$ cat src/rtl/cmf_pkg.sv
// cmf_pkg: shared types and constants of the cross mean filter
// used by cmf_ctrl, cmf_filter, cmf_line_mem and cross_mean_filter_top
// no dependencies
package cmf_pkg;

    // payload and register widths
    localparam int PIX_W     = 8;
    localparam int CFG_W     = 11;
    localparam int CFG_IDX_W = 1;

    // default size limits and reset frame size
    localparam int DEF_MAX_WIDTH    = 1024;
    localparam int DEF_MAX_HEIGHT   = 1024;
    localparam int RST_FRAME_WIDTH  = 640;
    localparam int RST_FRAME_HEIGHT = 480;

    // divide by five as multiply by reciprocal, exact for sums below 16384
    localparam int SUM_W      = 11;
    localparam int WSUM_W     = 10;
    localparam int DIV5_MUL_W = 13;
    localparam int DIV5_MUL   = 6554;
    localparam int DIV5_SHIFT = 15;

    // register indexes
    typedef enum logic [CFG_IDX_W-1:0] {
        CFG_FRAME_WIDTH  = 1'b0,
        CFG_FRAME_HEIGHT = 1'b1
    } t_cfg_reg;

    // input command codes
    typedef enum logic {
        CMD_PIXEL = 1'b0,
        CMD_DRAIN = 1'b1
    } t_cmd;

    // per-beat decisions handed from control to datapath
    typedef struct packed {
        logic emit;        // beat produces a result
        logic pixel;       // pixel beat, writes the row stores
        logic sel_upper;   // drain result comes from upper store
        logic interior;    // result is the five-point mean
        logic single_col;  // frame is one column wide
        logic last;        // result is bottom right of the frame
    } t_item_ctrl;

endpackage

$ cat src/rtl/cmf_ctrl.sv
// cmf_ctrl: frame size registers, input and output raster positions, pending count
// decides per beat whether and how a result comes out; depends on cmf_pkg
module cmf_ctrl #(
    parameter int MAX_WIDTH  = cmf_pkg::DEF_MAX_WIDTH,
    parameter int MAX_HEIGHT = cmf_pkg::DEF_MAX_HEIGHT,
    localparam int CW        = $clog2(MAX_WIDTH)
) (
    input  logic                          i_clk,
    input  logic                          i_rst_n,
    input  logic                          i_cfg_we,
    input  logic [cmf_pkg::CFG_IDX_W-1:0] i_cfg_index,
    input  logic [cmf_pkg::CFG_W-1:0]     i_cfg_data,
    input  logic                          i_accept,
    input  logic                          i_command,
    output logic [CW-1:0]                 o_addr,
    output cmf_pkg::t_item_ctrl           o_item
);

    localparam int RW  = $clog2(MAX_HEIGHT);
    localparam int WW  = $clog2(MAX_WIDTH + 1);
    localparam int HW  = $clog2(MAX_HEIGHT + 1);
    localparam int PW  = $clog2(MAX_WIDTH + 2);
    localparam int WCW = (WW > cmf_pkg::CFG_W) ? WW : cmf_pkg::CFG_W;
    localparam int HCW = (HW > cmf_pkg::CFG_W) ? HW : cmf_pkg::CFG_W;
    localparam int WIDTH_RST  = (cmf_pkg::RST_FRAME_WIDTH > MAX_WIDTH) ?
                                MAX_WIDTH : cmf_pkg::RST_FRAME_WIDTH;
    localparam int HEIGHT_RST = (cmf_pkg::RST_FRAME_HEIGHT > MAX_HEIGHT) ?
                                MAX_HEIGHT : cmf_pkg::RST_FRAME_HEIGHT;

    logic [WW-1:0] r_width;
    logic [HW-1:0] r_height;
    logic [RW-1:0] r_in_row;
    logic [CW-1:0] r_in_col;
    logic [RW-1:0] r_out_row;
    logic [CW-1:0] r_out_col;
    logic [PW-1:0] r_pending;
    logic          r_draining;

    logic [WW-1:0] cfg_width;
    logic [HW-1:0] cfg_height;
    logic [WW-1:0] w_last;
    logic [HW-1:0] h_last;
    logic          is_drain;
    logic          restart;
    logic [PW-1:0] pend_use;
    logic [RW-1:0] orow_use;
    logic [CW-1:0] ocol_use;
    logic          pend_full;
    logic          drain_ok;
    logic          in_col_last;
    logic          in_row_last;
    logic          ocol_last;
    logic          orow_last;
    logic [RW-1:0] n_in_row;
    logic [CW-1:0] n_in_col;
    logic [RW-1:0] n_out_row;
    logic [CW-1:0] n_out_col;

    // clamp written sizes to 1..max
    always_comb begin
        if (i_cfg_data == '0) begin
            cfg_width  = WW'(1);
            cfg_height = HW'(1);
        end else begin
            if (WCW'(i_cfg_data) > WCW'(MAX_WIDTH)) begin
                cfg_width = WW'(MAX_WIDTH);
            end else begin
                cfg_width = WW'(i_cfg_data);
            end
            if (HCW'(i_cfg_data) > HCW'(MAX_HEIGHT)) begin
                cfg_height = HW'(MAX_HEIGHT);
            end else begin
                cfg_height = HW'(i_cfg_data);
            end
        end
    end

    // position bookkeeping
    always_comb begin
        w_last    = r_width - WW'(1);
        h_last    = r_height - HW'(1);
        is_drain  = (cmf_pkg::t_cmd'(i_command) == cmf_pkg::CMD_DRAIN);
        restart   = !is_drain && r_draining;
        pend_use  = restart ? '0 : r_pending;
        orow_use  = restart ? '0 : r_out_row;
        ocol_use  = restart ? '0 : r_out_col;
        pend_full = !(pend_use < (PW'(r_width) + PW'(1)));
        drain_ok  = is_drain && (r_in_row == '0) && (r_in_col == '0)
                    && (r_pending != '0);

        in_col_last = (WW'(r_in_col) == w_last);
        in_row_last = (HW'(r_in_row) == h_last);
        ocol_last   = (WW'(ocol_use) == w_last);
        orow_last   = (HW'(orow_use) == h_last);

        n_in_col  = in_col_last ? '0 : r_in_col + CW'(1);
        n_in_row  = in_col_last ? (in_row_last ? '0 : r_in_row + RW'(1)) : r_in_row;
        n_out_col = ocol_last ? '0 : ocol_use + CW'(1);
        n_out_row = ocol_last ? (orow_last ? '0 : orow_use + RW'(1)) : orow_use;
    end

    // beat decisions toward the datapath
    always_comb begin
        o_addr            = is_drain ? r_out_col : r_in_col;
        o_item.pixel      = !is_drain;
        o_item.emit       = is_drain ? drain_ok : pend_full;
        o_item.sel_upper  = (r_pending > PW'(r_width));
        o_item.single_col = (r_width == WW'(1));
        o_item.last       = orow_last && ocol_last;
        o_item.interior   = !is_drain && pend_full
                            && (orow_use != '0) && (HW'(orow_use) < h_last)
                            && (ocol_use != '0) && (WW'(ocol_use) < w_last);
    end

    // size registers and positions
    always_ff @(posedge i_clk) begin
        if (!i_rst_n) begin
            r_width    <= WW'(WIDTH_RST);
            r_height   <= HW'(HEIGHT_RST);
            r_in_row   <= '0;
            r_in_col   <= '0;
            r_out_row  <= '0;
            r_out_col  <= '0;
            r_pending  <= '0;
            r_draining <= 1'b0;
        end else if (i_cfg_we) begin
            unique case (cmf_pkg::t_cfg_reg'(i_cfg_index))
                cmf_pkg::CFG_FRAME_WIDTH:  r_width  <= cfg_width;
                cmf_pkg::CFG_FRAME_HEIGHT: r_height <= cfg_height;
                default: ;
            endcase
            r_in_row   <= '0;
            r_in_col   <= '0;
            r_out_row  <= '0;
            r_out_col  <= '0;
            r_pending  <= '0;
            r_draining <= 1'b0;
        end else if (i_accept) begin
            if (is_drain) begin
                if (drain_ok) begin
                    r_pending  <= r_pending - PW'(1);
                    r_draining <= 1'b1;
                    r_out_row  <= n_out_row;
                    r_out_col  <= n_out_col;
                end
            end else begin
                r_draining <= 1'b0;
                r_in_row   <= n_in_row;
                r_in_col   <= n_in_col;
                if (pend_full) begin
                    r_pending <= pend_use;
                    r_out_row <= n_out_row;
                    r_out_col <= n_out_col;
                end else begin
                    r_pending <= pend_use + PW'(1);
                    r_out_row <= orow_use;
                    r_out_col <= ocol_use;
                end
            end
        end
    end

endmodule

$ cat config.mk
export PLATFORM = sky130hd
export DESIGN_NAME = cmf_ctrl
export DESIGN_NICKNAME = d
export VERILOG_FILES = /design/src/rtl/cmf_pkg.sv /design/src/rtl/cmf_ctrl.sv
export SDC_FILE = /design/constraint.sdc
export NUM_CORES = 1
export LEC_CHECK = 0
export BUFFER_PORTS_ARGS = -buffer_cell sky130_fd_sc_hd__clkbuf_2
export CAP_MARGIN = 20
export CORE_ASPECT_RATIO = 1.1
export CORE_MARGIN = 8
export CORE_UTILIZATION = 45
export CTS_CLUSTER_SIZE = 25
export DETAILED_ROUTE_END_ITERATION = 8
export PLACE_DENSITY = 0.69
export SLEW_MARGIN = 15
export SYNTH_ARGS = -nofsm -noshare
export SYNTH_HDL_FRONTEND = slang
export SYNTH_SLANG_ARGS = --single-unit
$ cat constraint.sdc
create_clock -name i_clk -period 6.1 [get_ports i_clk]
set_clock_uncertainty 0.05 [all_clocks]
set_input_delay 1.22 -clock i_clk [delete_from_list [all_inputs] [get_ports i_clk]]
set_output_delay 1.22 -clock i_clk [all_outputs]
set_load 0.02 [all_outputs]
Word-level counts from Yosys, hierarchy flattened

Index checks and enable logic that the tools add are counted.

Eq/ne operators: 6
Magnitude comparators: 5
$add $sub $neg: 9
Reductions and logical operators: 24
Mux-type cells: 23
Bitwise operators: 3

Operator list:

| operator                                                             | count |
|---|---|
| 10-bit 2-to-1 mux                                                    | 14 |
| 11-bit 2-to-1 mux                                                    | 6 |
| 10-bit by 11-bit == test with 1-bit output                           | 4 |
| 10-bit by 1-bit adder with 10-bit output, second input constant      | 4 |
| 11-bit by 1-bit subtractor with 11-bit output, second input constant | 3 |
| 11-bit by 1-bit adder with 11-bit output, second input constant      | 2 |
| 10-bit by 11-bit < comparator with 1-bit output                      | 2 |
| 10-bit logical NOT                                                   | 2 |
| 10-bit nonzero test                                                  | 2 |
| 11-bit by 1-bit == test with 1-bit output, second input constant     | 1 |
| 11-bit > comparator                                                  | 1 |
| 11-bit > comparator, second input constant                           | 1 |
| 11-bit logical NOT                                                   | 1 |
| 11-bit < comparator                                                  | 1 |
| 11-bit nonzero test                                                  | 1 |
| 1-bit logical AND                                                    | 10 |
| 2-bit AND reduction                                                  | 4 |
| 1-bit 2-to-1 mux                                                     | 3 |
| 1-bit NOT                                                            | 3 |
| 3-bit AND reduction                                                  | 1 |
| 1-bit logical NOT                                                    | 2 |
| 2-bit by 1-bit != test with 1-bit output, second input constant      | 1 |
| 2-bit OR reduction                                                   | 1 |

Word-level logic and storage cells: 78
Input port bits: 17
Output and inout bits: 16
Bits in registers: 74

Logic depth before layout (Yosys ltp)

Depth in word-level cells: 10
Gate-level depth with buffers: 15
Mapped depth without buffers: 13

Worst setup path after synthesis

No wires, ideal clock.

Path type: input-to-output
Start point: in i_command
End point: out o_item[5] (netlist name)
Stages: 13
Setup slack: 629 ps
Arrival time: 4201 ps
Path buffers: 4
Data required time: 4830 ps
Cells stage by stage: clkbuf_1 nand2b_1 clkbuf_1 clkbuf_1 clkbuf_1 and2_1 ha_1 a21o_1 a21o_1 a21oi_1 o21ai_0 and2_1 or2_2

RTL lines:

| what               | line           | text |
|---|---|---|
| start: declaration | cmf_ctrl.sv:14 | `input logic i_command,` |
| end: declaration   | cmf_ctrl.sv:16 | `output cmf_pkg::t_item_ctrl o_item` |

==> results.tsv <==
stage	metric	value	unit
clock_tree	Num Clock Sinks	74	
timing	Period minus WS final	5.47	ns
detailed_routing	Post-DRT Antenna Nets	0	
logic_synthesis	Seq/Total Area, Yosys	0.229	
place	Post-DP HPWL	14.0	mm
detailed_routing	vias per inst	6.06	
die	Die X	130	microns
clock_tree	CTS Buf Count	9	
critical_path	crit path capture type	output port	
critical_path	Crit path arrival time	4.20	ns
critical_path	critical path's top delay family	compound AO/OA/AOI/OAI gates	
timing	Fin Setup TNS	0	ns
power	P per Cell Area	179	nW/um^2
critical_path	crit path max-delay cell type	a21oi_1	
cells_and_area	post-route insts no fill	1033	
detailed_routing	Avg WL per Cell	17.8	microns
die	Die Area	18500	sq um
clock_tree	CTS tree	done	
timing	RSZ-0062 raised after global routing	no	
power	leakage power	2.68	nW
timing	Final Slew Violations	0	
critical_path	Startpoint Class	input port	
timing	Max-slew headroom	0.417	
timing	Slew @ Worst Pin	0.873	ns
logic_synthesis	Syn Inst Count	836	
die	Die Height	142	microns
place	placed cells	1017	
die	starting density of the core	0.454	
cells_and_area	Final Cell Area	7040	sq um
place	port bufs	32	
timing	# setup viols final	0	
global_routing	first-pass GRT wire length	30.1	mm
place	pre-CTS WS	0.689	ns
critical_path	Bufs and invs on worst path	3	
clock_tree	Post-CTS Repair Setup Buffers	0	
cells_and_area	fin nets	908	
clock_tree	CTS H-tree depth	3	
global_routing	Overflow after GRT	0	
critical_path	worst-path cell chain	clkbuf_2, nand2b_1, buf_4, and2_1, ha_1, a21o_1, a21o_1, a21oi_1, o21ai_0, and2_1, or2_2, clkbuf_2	
logic_synthesis	mapped cell area	6480	sq um
worst_hold_path	HP Class	reg2reg	
clock_tree	Max clock buf depth	2	
timing	max frequency	183	MHz
clock_tree	clock root buffer	clkbuf_16	
logic_synthesis	ranking of synthesized cells by area	dfxtp_1, ha_1, xnor2_1	
clock_tree	post-CTS sizing	0	
logic_synthesis	most frequent cell after synthesis	nand2_1	
detailed_routing	router iterations before antenna repair	5	
logic_synthesis	syn avg cell area	7.75	sq um
detailed_routing	vias	6261	
critical_path	WS Path Type	in2out	
logic_synthesis	ys async rst share	0	
power	total power	1.26	mW
logic_synthesis	Syn. warnings	0	
timing	final hold violations	0	
power	worst-case vdd ir drop	0.000224	V
critical_path	maximum fanout along the worst path	36	
cells_and_area	fin util	0.493	
critical_path	Critical Path Max Stage Delay	0.38	ns
logic_synthesis	Post-synth EDFFs	0	
global_routing	gr usage total	0.204	
detailed_routing	WL final	18.4	mm
cells_and_area	Area growth syn-to-layout	8.57	%
die	Core ar.	14300	sq um
die	IO Count	33	
die	Rows	46	
global_routing	vias in the first global route	5789	
logic_synthesis	synthesis-stage register bit count	74	
clock_tree	Clock Latency Late Sink	0.34	ns
cells_and_area	share of cells above drive strength 1	0.0963	
place	RD Place Congestion	0.931	
logic_synthesis	Unique masters post-synth	74	
timing	Final WS setup	0.627	ns
timing	hold_ws	0.451	ns
logic_synthesis	area leader, netlist	dfxtp_1	
global_routing	largest net degree at the start of global routing	37	
critical_path	CP Data Required Time	4.83	ns
clock_tree	clk slew on worst S/H paths	0.06	ns
status	outcome	completed	
logic_synthesis	Syn Nets	908	
clock_tree	cts hold-fix bufs	0	
logic_synthesis	area fraction of the dominant cell type after synthesis	0.229	
logic_synthesis	Main synth FF type	dfxtp_1	
timing	Tcrit/Tclk final	0.897	
logic_synthesis	most frequent cells after synthesis	nand2_1, dfxtp_1, ha_1	
detailed_routing	drt drc	0	
cells_and_area	ANT cells	0	
place	Cell Area, Placed	6740	sq um
detailed_routing	Initial DRC Count	578	
global_routing	initial antenna violation count	0	
job	# Max-Cap Violations	0	
-- worst reg2reg max path: stages (launching register included) --
cell and delay (ns):
dfxtp_1 0.56, inv_1 0.13, nor3_1 0.27, nand3_1 0.17
nor3_1 0.22, xnor2_1 0.15, ha_1 0.27, a21o_1 0.19
a21o_1 0.19, a21oi_1 0.38, o211ai_1 0.17, buf_4 0.25
a31oi_1 0.60, nand3_1 0.16, a31oi_1 0.19
-- sequential cells by signal, indices dropped and copies added (netlist names) --
register,flops
r_out_row,10
r_width,11
r_draining,1
r_height,11
r_in_row,10
r_out_col,10
r_pending,11
r_in_col,10
-- power breakdown --
part / leakage, nW / total, mW / internal, mW / switching, mW
clock: 0.149 / 0.534 / 0.326 / 0.207
sequential: 0.599 / 0.512 / 0.493 / 0.0198
combinational: 1.93 / 0.217 / 0.0880 / 0.129
total: 2.68 / 1.26 / 0.907 / 0.356
-- kinds of logic (layout without fill, tap and decap cells) --
logic type,Yosys count,after routing,share of synthesized area
flip-flops,74,74,0.229
XOR/XNOR,59,59,0.0925
AND/OR/NAND/NOR,353,353,0.297
buffers and inverters,91,96,0.0564
multiplexers,10,10,0.0168
AO/OA/AOI/OAI,194,194,0.203
adder cells (fa/ha/maj),55,55,0.106
-- area by class of cell --
class,count,area [sq um]
clock inverter,5,53.8
multi-input combinational,671,4640
timing repair buffer,43,243
clock buffer,11,243
sequential,74,1480
inverter,37,139
tap,192,240
fill,1457,7240
-- placed cells by master, fill, tap and decap left out, types with 17 or more instances in the layout --
master,synthesis,routed
o21ai_0,42,42
and2_1,30,30
nor3_1,24,24
clkbuf_2,0,32
or4_1,18,18
ha_1,55,55
nor2_1,48,48
xnor2_1,40,40
inv_1,36,36
nand2_1,76,76
a21oi_1,30,30
nor4_1,17,17
nand4_1,27,27
nand3_1,40,40
dfxtp_1,74,74
-- routing by layer --
layer	GRT usage	share of wire
met4	0.0817	0.023
met5	0	0
met3	0.0330	0.065
met1	0.280	0.46
met2	0.308	0.45
-- final timing paths --
kind,startpoint,end,slack (ns),cells past startpoint
max,i_command,o_item[5],0.63,12
min,r_out_row[1]$_SDFFE_PP0P_,r_out_row[1]$_SDFFE_PP0P_,0.45,2
max reg2reg,r_width[2]$_SDFFE_PN0P_,r_out_row[8]$_SDFFE_PP0P_,2.08,14
min reg2reg,r_out_row[1]$_SDFFE_PP0P_,r_out_row[1]$_SDFFE_PP0P_,0.45,2
Power figures use the tool's default switching activity.
