File: src/rtl/cmf_pkg.sv
// cmf_pkg: shared types and constants of the cross mean filter
// used by cmf_ctrl, cmf_filter, cmf_line_mem and cross_mean_filter_top
// no dependencies
package cmf_pkg;

    // payload and register widths
    localparam int PIX_W     = 8;
    localparam int CFG_W     = 11;
    localparam int CFG_IDX_W = 1;

    // default size limits and reset frame size
    localparam int DEF_MAX_WIDTH    = 1024;
    localparam int DEF_MAX_HEIGHT   = 1024;
    localparam int RST_FRAME_WIDTH  = 640;
    localparam int RST_FRAME_HEIGHT = 480;

    // divide by five as multiply by reciprocal, exact for sums below 16384
    localparam int SUM_W      = 11;
    localparam int WSUM_W     = 10;
    localparam int DIV5_MUL_W = 13;
    localparam int DIV5_MUL   = 6554;
    localparam int DIV5_SHIFT = 15;

    // register indexes
    typedef enum logic [CFG_IDX_W-1:0] {
        CFG_FRAME_WIDTH  = 1'b0,
        CFG_FRAME_HEIGHT = 1'b1
    } t_cfg_reg;

    // input command codes
    typedef enum logic {
        CMD_PIXEL = 1'b0,
        CMD_DRAIN = 1'b1
    } t_cmd;

    // per-beat decisions handed from control to datapath
    typedef struct packed {
        logic emit;        // beat produces a result
        logic pixel;       // pixel beat, writes the row stores
        logic sel_upper;   // drain result comes from upper store
        logic interior;    // result is the five-point mean
        logic single_col;  // frame is one column wide
        logic last;        // result is bottom right of the frame
    } t_item_ctrl;

endpackage

File: src/rtl/cmf_filter.sv
// cmf_filter: input stage with store read data, forwarding, pixel window,
// divide by five and the result register; depends on cmf_pkg
module cmf_filter #(
    parameter int MAX_WIDTH = cmf_pkg::DEF_MAX_WIDTH,
    localparam int CW       = $clog2(MAX_WIDTH)
) (
    input  logic                      i_clk,
    input  logic                      i_rst_n,
    input  logic                      i_accept,
    input  cmf_pkg::t_item_ctrl       i_item,
    input  logic [CW-1:0]             i_addr,
    input  logic [cmf_pkg::PIX_W-1:0] i_pixel,
    input  logic [cmf_pkg::PIX_W-1:0] i_up_rd,
    input  logic [cmf_pkg::PIX_W-1:0] i_mid_rd,
    input  logic                      i_out_stall,
    output logic                      o_in_stall,
    output logic                      o_we,
    output logic [CW-1:0]             o_waddr,
    output logic [cmf_pkg::PIX_W-1:0] o_up_wdata,
    output logic [cmf_pkg::PIX_W-1:0] o_mid_wdata,
    output logic                      o_out_valid,
    output logic [cmf_pkg::PIX_W-1:0] o_pixel_out,
    output logic                      o_frame_end
);

    localparam int PROD_W = cmf_pkg::SUM_W + cmf_pkg::DIV5_MUL_W;

    // input stage
    logic                      r_a_valid;
    cmf_pkg::t_item_ctrl       r_a_item;
    logic [CW-1:0]             r_a_addr;
    logic [cmf_pkg::PIX_W-1:0] r_a_pix;
    logic                      r_fwd;
    logic [cmf_pkg::PIX_W-1:0] r_fwd_up;
    logic [cmf_pkg::PIX_W-1:0] r_fwd_mid;

    // window of earlier pixel beats
    logic [cmf_pkg::PIX_W-1:0]  r_m1;
    logic [cmf_pkg::WSUM_W-1:0] r_wsum;

    // result register
    logic                      r_b_valid;
    logic [cmf_pkg::PIX_W-1:0] r_b_pix;
    logic                      r_b_last;

    logic                      b_free;
    logic                      a_adv;
    logic                      b_load;
    logic                      n_fwd;
    logic [cmf_pkg::PIX_W-1:0] eff_up;
    logic [cmf_pkg::PIX_W-1:0] eff_mid;
    logic [cmf_pkg::SUM_W-1:0] sum;
    logic [PROD_W-1:0]         prod;
    logic [cmf_pkg::PIX_W-1:0] quot;
    logic [cmf_pkg::PIX_W-1:0] n_value;

    // handshake
    always_comb begin
        b_free     = !r_b_valid || !i_out_stall;
        a_adv      = r_a_valid && (!r_a_item.emit || b_free);
        b_load     = a_adv && r_a_item.emit;
        o_in_stall = r_a_valid && !a_adv;
        n_fwd      = r_a_valid && r_a_item.pixel && (r_a_addr == i_addr);
    end

    // store values as seen after all earlier writes
    always_comb begin
        eff_up  = r_fwd ? r_fwd_up : i_up_rd;
        eff_mid = r_fwd ? r_fwd_mid : i_mid_rd;
    end

    // store update: upper takes old middle, middle takes the new pixel
    always_comb begin
        o_we        = a_adv && r_a_item.pixel;
        o_waddr     = r_a_addr;
        o_up_wdata  = eff_mid;
        o_mid_wdata = r_a_pix;
    end

    // five-point mean and result select
    always_comb begin
        sum  = cmf_pkg::SUM_W'(r_wsum) + cmf_pkg::SUM_W'(eff_mid);
        prod = PROD_W'(sum) * PROD_W'(cmf_pkg::DIV5_MUL);
        quot = prod[cmf_pkg::DIV5_SHIFT +: cmf_pkg::PIX_W];
        if (r_a_item.pixel) begin
            if (r_a_item.interior) begin
                n_value = quot;
            end else if (r_a_item.single_col) begin
                n_value = eff_up;
            end else begin
                n_value = r_m1;
            end
        end else begin
            n_value = r_a_item.sel_upper ? eff_up : eff_mid;
        end
    end

    // input stage control
    always_ff @(posedge i_clk) begin
        if (!i_rst_n) begin
            r_a_valid <= 1'b0;
        end else if (i_accept) begin
            r_a_valid <= 1'b1;
        end else if (a_adv) begin
            r_a_valid <= 1'b0;
        end
    end

    // input stage payload and forwarded store values
    always_ff @(posedge i_clk) begin
        if (i_accept) begin
            r_a_item  <= i_item;
            r_a_addr  <= i_addr;
            r_a_pix   <= i_pixel;
            r_fwd     <= n_fwd;
            r_fwd_up  <= eff_mid;
            r_fwd_mid <= r_a_pix;
        end
    end

    // window shift on each pixel beat
    always_ff @(posedge i_clk) begin
        if (o_we) begin
            r_m1   <= eff_mid;
            r_wsum <= cmf_pkg::WSUM_W'(eff_mid) + cmf_pkg::WSUM_W'(r_m1)
                      + cmf_pkg::WSUM_W'(eff_up) + cmf_pkg::WSUM_W'(r_a_pix);
        end
    end

    // result register control
    always_ff @(posedge i_clk) begin
        if (!i_rst_n) begin
            r_b_valid <= 1'b0;
        end else if (b_load) begin
            r_b_valid <= 1'b1;
        end else if (b_free) begin
            r_b_valid <= 1'b0;
        end
    end

    // result register payload
    always_ff @(posedge i_clk) begin
        if (b_load) begin
            r_b_pix  <= n_value;
            r_b_last <= r_a_item.last;
        end
    end

    assign o_out_valid = r_b_valid;
    assign o_pixel_out = r_b_pix;
    assign o_frame_end = r_b_last;

    // a held input beat keeps its address and pixel
    a_hold: assert property (@(posedge i_clk) disable iff (!i_rst_n)
        r_a_valid && !a_adv |=> r_a_valid && $stable(r_a_addr) && $stable(r_a_pix))
        else $error("input stage lost a held beat");

    // an emitting beat that leaves the input stage lands in the result register
    b_catch: assert property (@(posedge i_clk) disable iff (!i_rst_n)
        b_load |=> r_b_valid)
        else $error("result dropped between stages");

    // the mean is only taken for pixel beats that emit
    mean_kind: assert property (@(posedge i_clk) disable iff (!i_rst_n)
        i_accept && i_item.interior |-> i_item.pixel && i_item.emit)
        else $error("interior flag on a non-emitting or drain beat");

    // the bottom right pixel is never interior
    last_edge: assert property (@(posedge i_clk) disable iff (!i_rst_n)
        i_accept && i_item.last && i_item.emit |-> !i_item.interior)
        else $error("frame end marked as interior pixel");

endmodule

File: config.mk
export PLATFORM = sky130hd
export DESIGN_NAME = cmf_filter
export DESIGN_NICKNAME = d
export VERILOG_FILES = /design/src/rtl/cmf_pkg.sv /design/src/rtl/cmf_filter.sv
export SDC_FILE = /design/constraint.sdc
export NUM_CORES = 1
export LEC_CHECK = 0
export ABC_AREA = 1
export ABC_CLOCK_PERIOD_IN_PS = 6400
export BUFFER_PORTS_ARGS = -buffer_cell sky130_fd_sc_hd__buf_4
export CORE_MARGIN = 4
export CORE_UTILIZATION = 30
export DETAILED_ROUTE_END_ITERATION = 16
export HOLD_SLACK_MARGIN = 0.02
export PLACE_DENSITY_LB_ADDON = 0.1
export SLEW_MARGIN = 25
export SYNTH_ARGS = -nofsm -noshare
export SYNTH_HDL_FRONTEND = slang
export SYNTH_SLANG_ARGS = --single-unit
File: constraint.sdc
create_clock -name i_clk -period 6.4 [get_ports i_clk]
set_input_delay 0.96 -clock i_clk [delete_from_list [all_inputs] [get_ports i_clk]]
set_output_delay 0.96 -clock i_clk [all_outputs]
set_load 0.02 [all_outputs]
After elaboration in Yosys (flattened, before gate mapping):

Index checks and enable logic that the tools add are counted.

* memory bits (writable): 0
* latch bits: 0
* bits in read-only memories: 0
* input port bits: 44
* word-level logic and storage cells: 47
* memories: 0
* register bits: 70

* multiply operators: 1
* reduce and logical (&&, ||, !) cells: 14
* bitwise gates (word level): 0
* divide/modulo/power cells: 0
* muxes and demuxes: 10
* eq/ne operators: 1
* order comparisons: 0
* shift-type cells: 0
* add/sub/neg operators: 4

Operators with widths (number)
* 2-to-1 mux 8 bit: 6
* multiplier 11 x 12 -> 22 bit (second input constant): 1
* adder 10 x 8 -> 11 bit: 1
* adder 10 x 8 -> 10 bit: 1
* adder 9 x 8 -> 10 bit: 1
* equality test 10 bit: 1
* adder 8 x 8 -> 9 bit: 1
* logical AND 1 bit: 6
* zero test 1 bit: 4
* 2-to-1 mux 1 bit: 4
* nonzero test 2 bit: 2
* logical OR 1 bit: 2

Depth between registers and ports, before layout:

Gate-level depths: netlist of the first run.

* depth in word-level cells: 6
* mapped depth: 37
* mapped depth without buffers: 35

Worst setup path after synthesis of the first run:

No wires, ideal clock.

* kind: in2reg
* start: in i_mid_rd[2] (netlist name)
* end: reg r_b_pix (netlist bit o_pixel_out[6]) (data pin)
* stages on the path: 29
* slack: 91 ps
* data arrival time: 6053 ps
* setup time: 257 ps
* buffers on the path: 0
* cell sequence: nand2_1 -> nand2_1 -> ha_1 -> nand2_1 -> o21a_1 -> o21ai_0 -> a31oi_1 -> xor2_1 -> ha_1 -> inv_1 -> fa_1 -> inv_1 -> fa_1 -> inv_1 -> fa_1 -> inv_1 -> fa_1 -> ha_1 -> nand2_1 -> nor4_1 -> nand2_1 -> nand2_2 -> nand2_2 -> nand2_1 -> nand2_1 -> nand3_1 -> nand2_1 -> nand2_1 -> nand2_1

* longest elaborated chain between the ends: 5

RTL lines
* start, declared: RTL line cmf_filter.sv:14 `input logic [cmf_pkg::PIX_W-1:0] i_mid_rd,`
* 2-to-1 mux 8 bit: RTL line cmf_filter.sv:69 `eff_mid = r_fwd ? r_fwd_mid : i_mid_rd;`
* net o_up_wdata (one bit): RTL line cmf_filter.sv:19 `output logic [cmf_pkg::PIX_W-1:0] o_up_wdata,`
* adder 10 x 8 -> 11 bit: RTL line cmf_filter.sv:82 `sum = cmf_pkg::SUM_W'(r_wsum) + cmf_pkg::SUM_W'(eff_mid);`
* multiplier 11 x 12 -> 22 bit: RTL line cmf_filter.sv:83 `prod = PROD_W'(sum) * PROD_W'(cmf_pkg::DIV5_MUL);`
* 2-to-1 mux 8 bit: RTL line cmf_filter.sv:86 `if (r_a_item.interior) begin`
* 2-to-1 mux 8 bit: RTL line cmf_filter.sv:85 `if (r_a_item.pixel) begin`
* net n_value (one bit): RTL line cmf_filter.sv:55 `logic [cmf_pkg::PIX_W-1:0] n_value;`
* end signal, assigned: RTL line cmf_filter.sv:144 `r_b_pix <= n_value;`
* end, declared: RTL line cmf_filter.sv:43 `logic [cmf_pkg::PIX_W-1:0] r_b_pix;`

The timed path passes the listed nets, and every way through them passes these cells.
A chain may end at the register's enable or synchronous reset.

Final worst setup path of the first run:

* start: in i_mid_rd[0] (netlist name)
* end: reg r_b_pix (netlist bit o_pixel_out[6]) (data pin)

* longest elaborated chain between the ends: 5

RTL lines (RTL line)
* 2-to-1 mux 8 bit: cmf_filter.sv:69
* adder 10 x 8 -> 11 bit: cmf_filter.sv:82
* multiplier 11 x 12 -> 22 bit: cmf_filter.sv:83
* 2-to-1 mux 8 bit: cmf_filter.sv:86
* 2-to-1 mux 8 bit: cmf_filter.sv:85
* net n_value (one bit): cmf_filter.sv:55

The timed path passes the listed nets, and every way through them passes these cells.

==> results.cfg, run 1 <==
[floorplan]
dieWidth_um = 151
dieArea_um2 = 22800
fp.dieH_um = 151
start_util_pct = 30.5
coreArea_um2 = 20200
io_pins = 82
rows = 52

[run]
maxCapViolCount = 0

[yosys]
synth_edf_count = 68
ys_types = 34
avgSynthCellArea_um2 = 9.25
async_flop_share_pct = 0
yosys.area.top_type_share_pct = 33.2
ys_seq_area_share_pct = 33.9
synth_seq_cells = 70
yosys-top-cells-area = edfxtp_1 33%, ha_1 16%, fa_1 15%
netlist_area_um2 = 6140
synthFlopType = edfxtp_1
netlist_instances = 664
synth_nets = 834
yosys.area.top_type = edfxtp_1
synth_warnings = 0

[sta]
min_period_ns = 6.05
tightest_slew_ns = 0.932
period_share_pct = 94.5
max_slew_margin_pct = 37.7
max_freq_mhz = 165
finalWorstSetupSlack_ns = 0.349
fin_skew_ns = 0.0103
slew_viol_final = 0
hold_slack_ns = 0.430
final_hold_viol_count = 0
setup_viol = 0

[drt]
dr.pass1.iters = 5
drt-initial-drc-count = 144
via_per_inst = 4.56
antenna_left = 0
avgRoutedWirePerCell_um = 15.4
drcViolationCount = 0
vias = 4872
routed_wl_um = 16400

[global_route]
antenna_found_initial = 0
grt_pass1_wl_um = 26400
met1_usage_pct = 20.4
track_usage_pct = 15.0
overflow = 0
grt_pass1_vias = 5117
grtUsageMet2_pct = 25.0
grt_max_degree = 43
grt_use_met3_pct = 3.17
top_usage_layer = met2

[place]
gp_congestion = 0.861
port_buffers = 81
dp_hpwl_um = 14000
place_ws_ns = -0.237

[clock_tree]
htreeDepth = 3
clock_latency_ns = 0.34
cts_root_buffer = clkbuf_16
clock-sinks = 70
clockBufferDepth = 2
cts_buffers = 9
clk_pin_slew_ns = 0.06
cts_setup_buffers = 0
cts_tree = done

[worst_setup_path]
r2r_setup_slack_ns = 0.45
rr_startpoint = r_fwd
r2r-end = o_pixel_out[6]
required_ns = 6.49
r2r_cells = 29
critPathKind = input pin to flip-flop
critPathSlowestCell = fa_1
cp.arrival_ns = 6.14
max_stage_delay_ns = 0.48
critPathMaxFanout = 5
endpoint_kind = flip-flop
cpMostUsedCell = nand2_1
startpoint_type = input pin

[finish]
fin_util_pct = 38.8
diodes = 0
fill_cells = 2089
multi_input_area_um2 = 3720
areaGrowthSynthToFinish_pct = 27.3
fin_nets = 964
seqCellArea_um2 = 2080
drive_gt1_share_pct = 22.3

[worst_hold_path]
hold_depth = 0
hold_class = flip-flop to flip-flop
min_from = r_a_item[0]
min_to = o_frame_end

[status]
outcome = completed
[metal layers]
| layer | part of all wire (%) | wire length, um | up-vias |
|---|---|---|---|
| met5 | 0 | 0 | - |
| met4 | 1.1 | 178 | 0 |
| met3 | 3.9 | 645 | 13 |
| met2 | 49 | 7990 | 90 |
| met1 | 46 | 7580 | 2325 |
| li1 | - | - | 2444 |
[cells in the mapped netlist (2+ instances only)]
master and n:
a21oi_1 36, buf_2 3, clkbuf_1 4, dfxtp_1 2, edfxtp_1 68, fa_1 47
ha_1 79, inv_1 113, nand2_1 148, nand2_2 8, nand3_1 29, nand3b_1 2
nand4_1 4, nor2_1 42, nor2_2 2, nor3_1 2, nor3_2 2, nor4_1 3
o211ai_1 5, o21a_1 3, o21ai_0 26, o21bai_1 2, o22ai_1 5, xnor2_1 5
xor2_1 15
[worst max path at each step]
| stage | slack, ns | to | start |
|---|---|---|---|
| after global routing | -0.03 | o_pixel_out[6] | r_fwd |
| after global placement | -0.21 | o_pixel_out[5] | i_mid_rd[0] |
| final | 0.35 | o_pixel_out[6] | i_mid_rd[0] |
| after detailed placement | -0.24 | o_pixel_out[2] | i_mid_rd[0] |
| after floorplan | 0.09 | o_pixel_out[6] | i_mid_rd[2] |
| after CTS | 0.10 | o_pixel_out[2] | i_mid_rd[0] |
[logic make-up after synthesis]
group | count (synthesis) | synth area share (%)
compound gates | 82 | 7.43
simple gates | 244 | 16.8
flops | 70 | 33.9
xor+xnor | 20 | 2.85
buf+inv | 122 | 7.64
fa+ha+maj | 126 | 31.4
[critical path, delay by kind of cell]
family,cells,cell delay [ns]
and+or+nand+nor,15,1.39
adders and majority gates,8,3.08
xor gates and xnor gates,1,0.15
buffers and inverters,5,0.54
[flip-flops by register name (all words and copies together) (netlist names)]
register,cells
o_frame_end,1
o_mid_wdata,8
o_out_valid,1
o_pixel_out,8
o_waddr,10
r_a_item,6
r_a_valid,1
r_fwd,1
r_fwd_mid,8
r_fwd_up,8
r_m1,8
r_wsum,10
[cell usage in the layout, fill, tap and decap left out, types with 9 or more instances in the layout]
cell       instances
a21oi_1           31
buf_4            127
clkbuf_16          9
edfxtp_1          68
fa_1              47
ha_1              73
inv_1            112
nand2_1          146
nand2_2           10
nand3_1           28
nor2_1            41
o21ai_0           24
xor2_1            13
[stage by stage]
stage | cells | area (um2) | TNS [ns]
floorplan | 664 | 6140 | 0
global placement | 1053 | 7390 | -1.09
detailed placement | 1053 | 7390 | -1.11
CTS | 1068 | 7690 | 0
global route | 1068 | 7820 | -0.0254
finish | 1068 | 7820 | 0
[layout make-up]
type | count | area share, %
clock buffer | 9 | 2.88
clock inverter | 6 | 0.912
inverter | 114 | 5.47
multi-input combinational | 472 | 47.6
sequential | 70 | 26.6
tap | 270 | 4.32
timing repair buffer | 127 | 12.2
[repair_timing]
action                                  4_1_cts  5_1_grt
endpoints found under the setup margin        0        8
gates resized for setup                       0       23
hold buffers                                  0        0
Power of run 1 is not shown: default switching activity piles up to over one toggle a cycle in this logic, so the estimate is an artifact.
==> run 2: changes to the inputs <==
- BUFFER_PORTS_ARGS: -buffer_cell sky130_fd_sc_hd__buf_4 -> not set
- DONT_BUFFER_PORTS: not set -> 1
==> results.cfg, run 2 (synthesis results as in run 1) <==
[global_route]
grt_max_degree = 43
antenna_found_initial = 0
track_usage_pct = 14.7
grt_pass1_wl_um = 25200
overflow = 0
grt_pass1_vias = 4811

[place]
port_buffers = 0
gp_congestion = 0.846
dp_hpwl_um = 13800

[sta]
tightest_slew_ns = 0.900
period_share_pct = 93.7
setup_viol = 0
fin_skew_ns = 0.00778
max_freq_mhz = 167
max_slew_margin_pct = 39.7
min_period_ns = 6.00
final_hold_viol_count = 0
tns_ns = 0
slew_viol_final = 0
hold_slack_ns = 0.428

[drt]
via_per_inst = 4.62
dr.pass1.iters = 4
avgRoutedWirePerCell_um = 16.4
antenna_left = 0
routed_wl_um = 16100
drt-initial-drc-count = 174
drcViolationCount = 0
vias = 4540

[clock_tree]
cts_buffers = 9
clockBufferDepth = 2
htreeDepth = 3
clock-sinks = 70
clk_pin_slew_ns = 0.06
cts_tree = done
cts_root_buffer = clkbuf_16
clock_latency_ns = 0.34

[floorplan]
io_pins = 82
dieArea_um2 = 22800
fp.dieH_um = 151
coreArea_um2 = 20200
dieWidth_um = 151
start_util_pct = 30.5
rows = 52

[finish]
fill_cells = 2110
fin_nets = 879
areaGrowthSynthToFinish_pct = 17.0
diodes = 0
final_cell_mix = 147 x nand2_1, 112 x inv_1, 73 x ha_1, 68 x edfxtp_1, 47 x fa_1
final_common_cell = nand2_1
drive_gt1_share_pct = 13.0

[worst_setup_path]
critPathKind = flip-flop to flip-flop
critPathSlowestCell = fa_1
max_stage_delay_ns = 0.54
cpMostUsedCell = nand2_1
critPathMaxFanout = 16
endpoint_kind = flip-flop
startpoint_type = flip-flop
cp.arrival_ns = 6.09
required_ns = 6.49

[status]
outcome = completed

[worst_hold_path]
hold_class = flip-flop to flip-flop

[run]
maxCapViolCount = 0
run 2: changes by cell type in the layout (fill, tap and decap cells not counted), sizes merged:
cell	before	now
buf	127	42
run 2: repair_timing:
item | CTS | global route
hold buffers | 0 | 0
resized for setup | 0 | 27
setup endpoints to repair | 0 | 8
setup buffers | 0 | 1
run 2: final timing paths:
check / startpoint / cells after the start / slack [ns] / end
min: r_a_item[0] / 0 / 0.43 / o_frame_end
max: r_fwd / 30 / 0.40 / o_pixel_out[6]
max reg2reg: r_fwd / 30 / 0.40 / o_pixel_out[6]
min reg2reg: r_a_item[0] / 0 / 0.43 / o_frame_end
run 2: through the flow:
step / setup WS, ns / util [%] / std cells / cell area [um2]
2_1_floorplan: 0.0908 / - / 664 / 6140
3_3_place_gp: -0.117 / 33.5 / 967 / 6750
3_5_place_dp: -0.135 / 33.5 / 967 / 6750
4_1_cts: 0.128 / 34.9 / 982 / 7040
5_1_grt: -0.0420 / 35.6 / 983 / 7190
6_report: 0.401 / 35.6 / 983 / 7190
run 2: layout make-up:
| cell class | instances | area, um2 | share of cell area (%) |
|---|---|---|---|
| inverters | 114 | 430 | 5.99 |
| well taps | 270 | 338 | 4.70 |
| flip-flops and latches | 70 | 2080 | 29.0 |
| clock buffers | 9 | 225 | 3.13 |
| clock inverters | 6 | 71.3 | 0.992 |
| repair buffers | 42 | 323 | 4.49 |
| multi-input cells | 472 | 3720 | 51.7 |
run 2: critical path: cells and delay by family, from the launching register on:
family                   cells  cell delay (ns)
adder cells (fa/ha/maj)      8             3.16
AND/OR/NAND/NOR             15             1.34
buffers and inverters        6             0.61
flip-flops                   1             0.45
XOR/XNOR                     1             0.15
run 2: layer usage:
metal | global-route usage [%] | vias to the layer above | routed length [um]
met5 | 0 | - | 0
met3 | 3.44 | 24 | 670
li1 | - | 2272 | -
met1 | 18.9 | 2162 | 7290
met4 | 4.22 | 0 | 352
met2 | 24.6 | 82 | 7810
Power of run 2 is left out for the same reason.
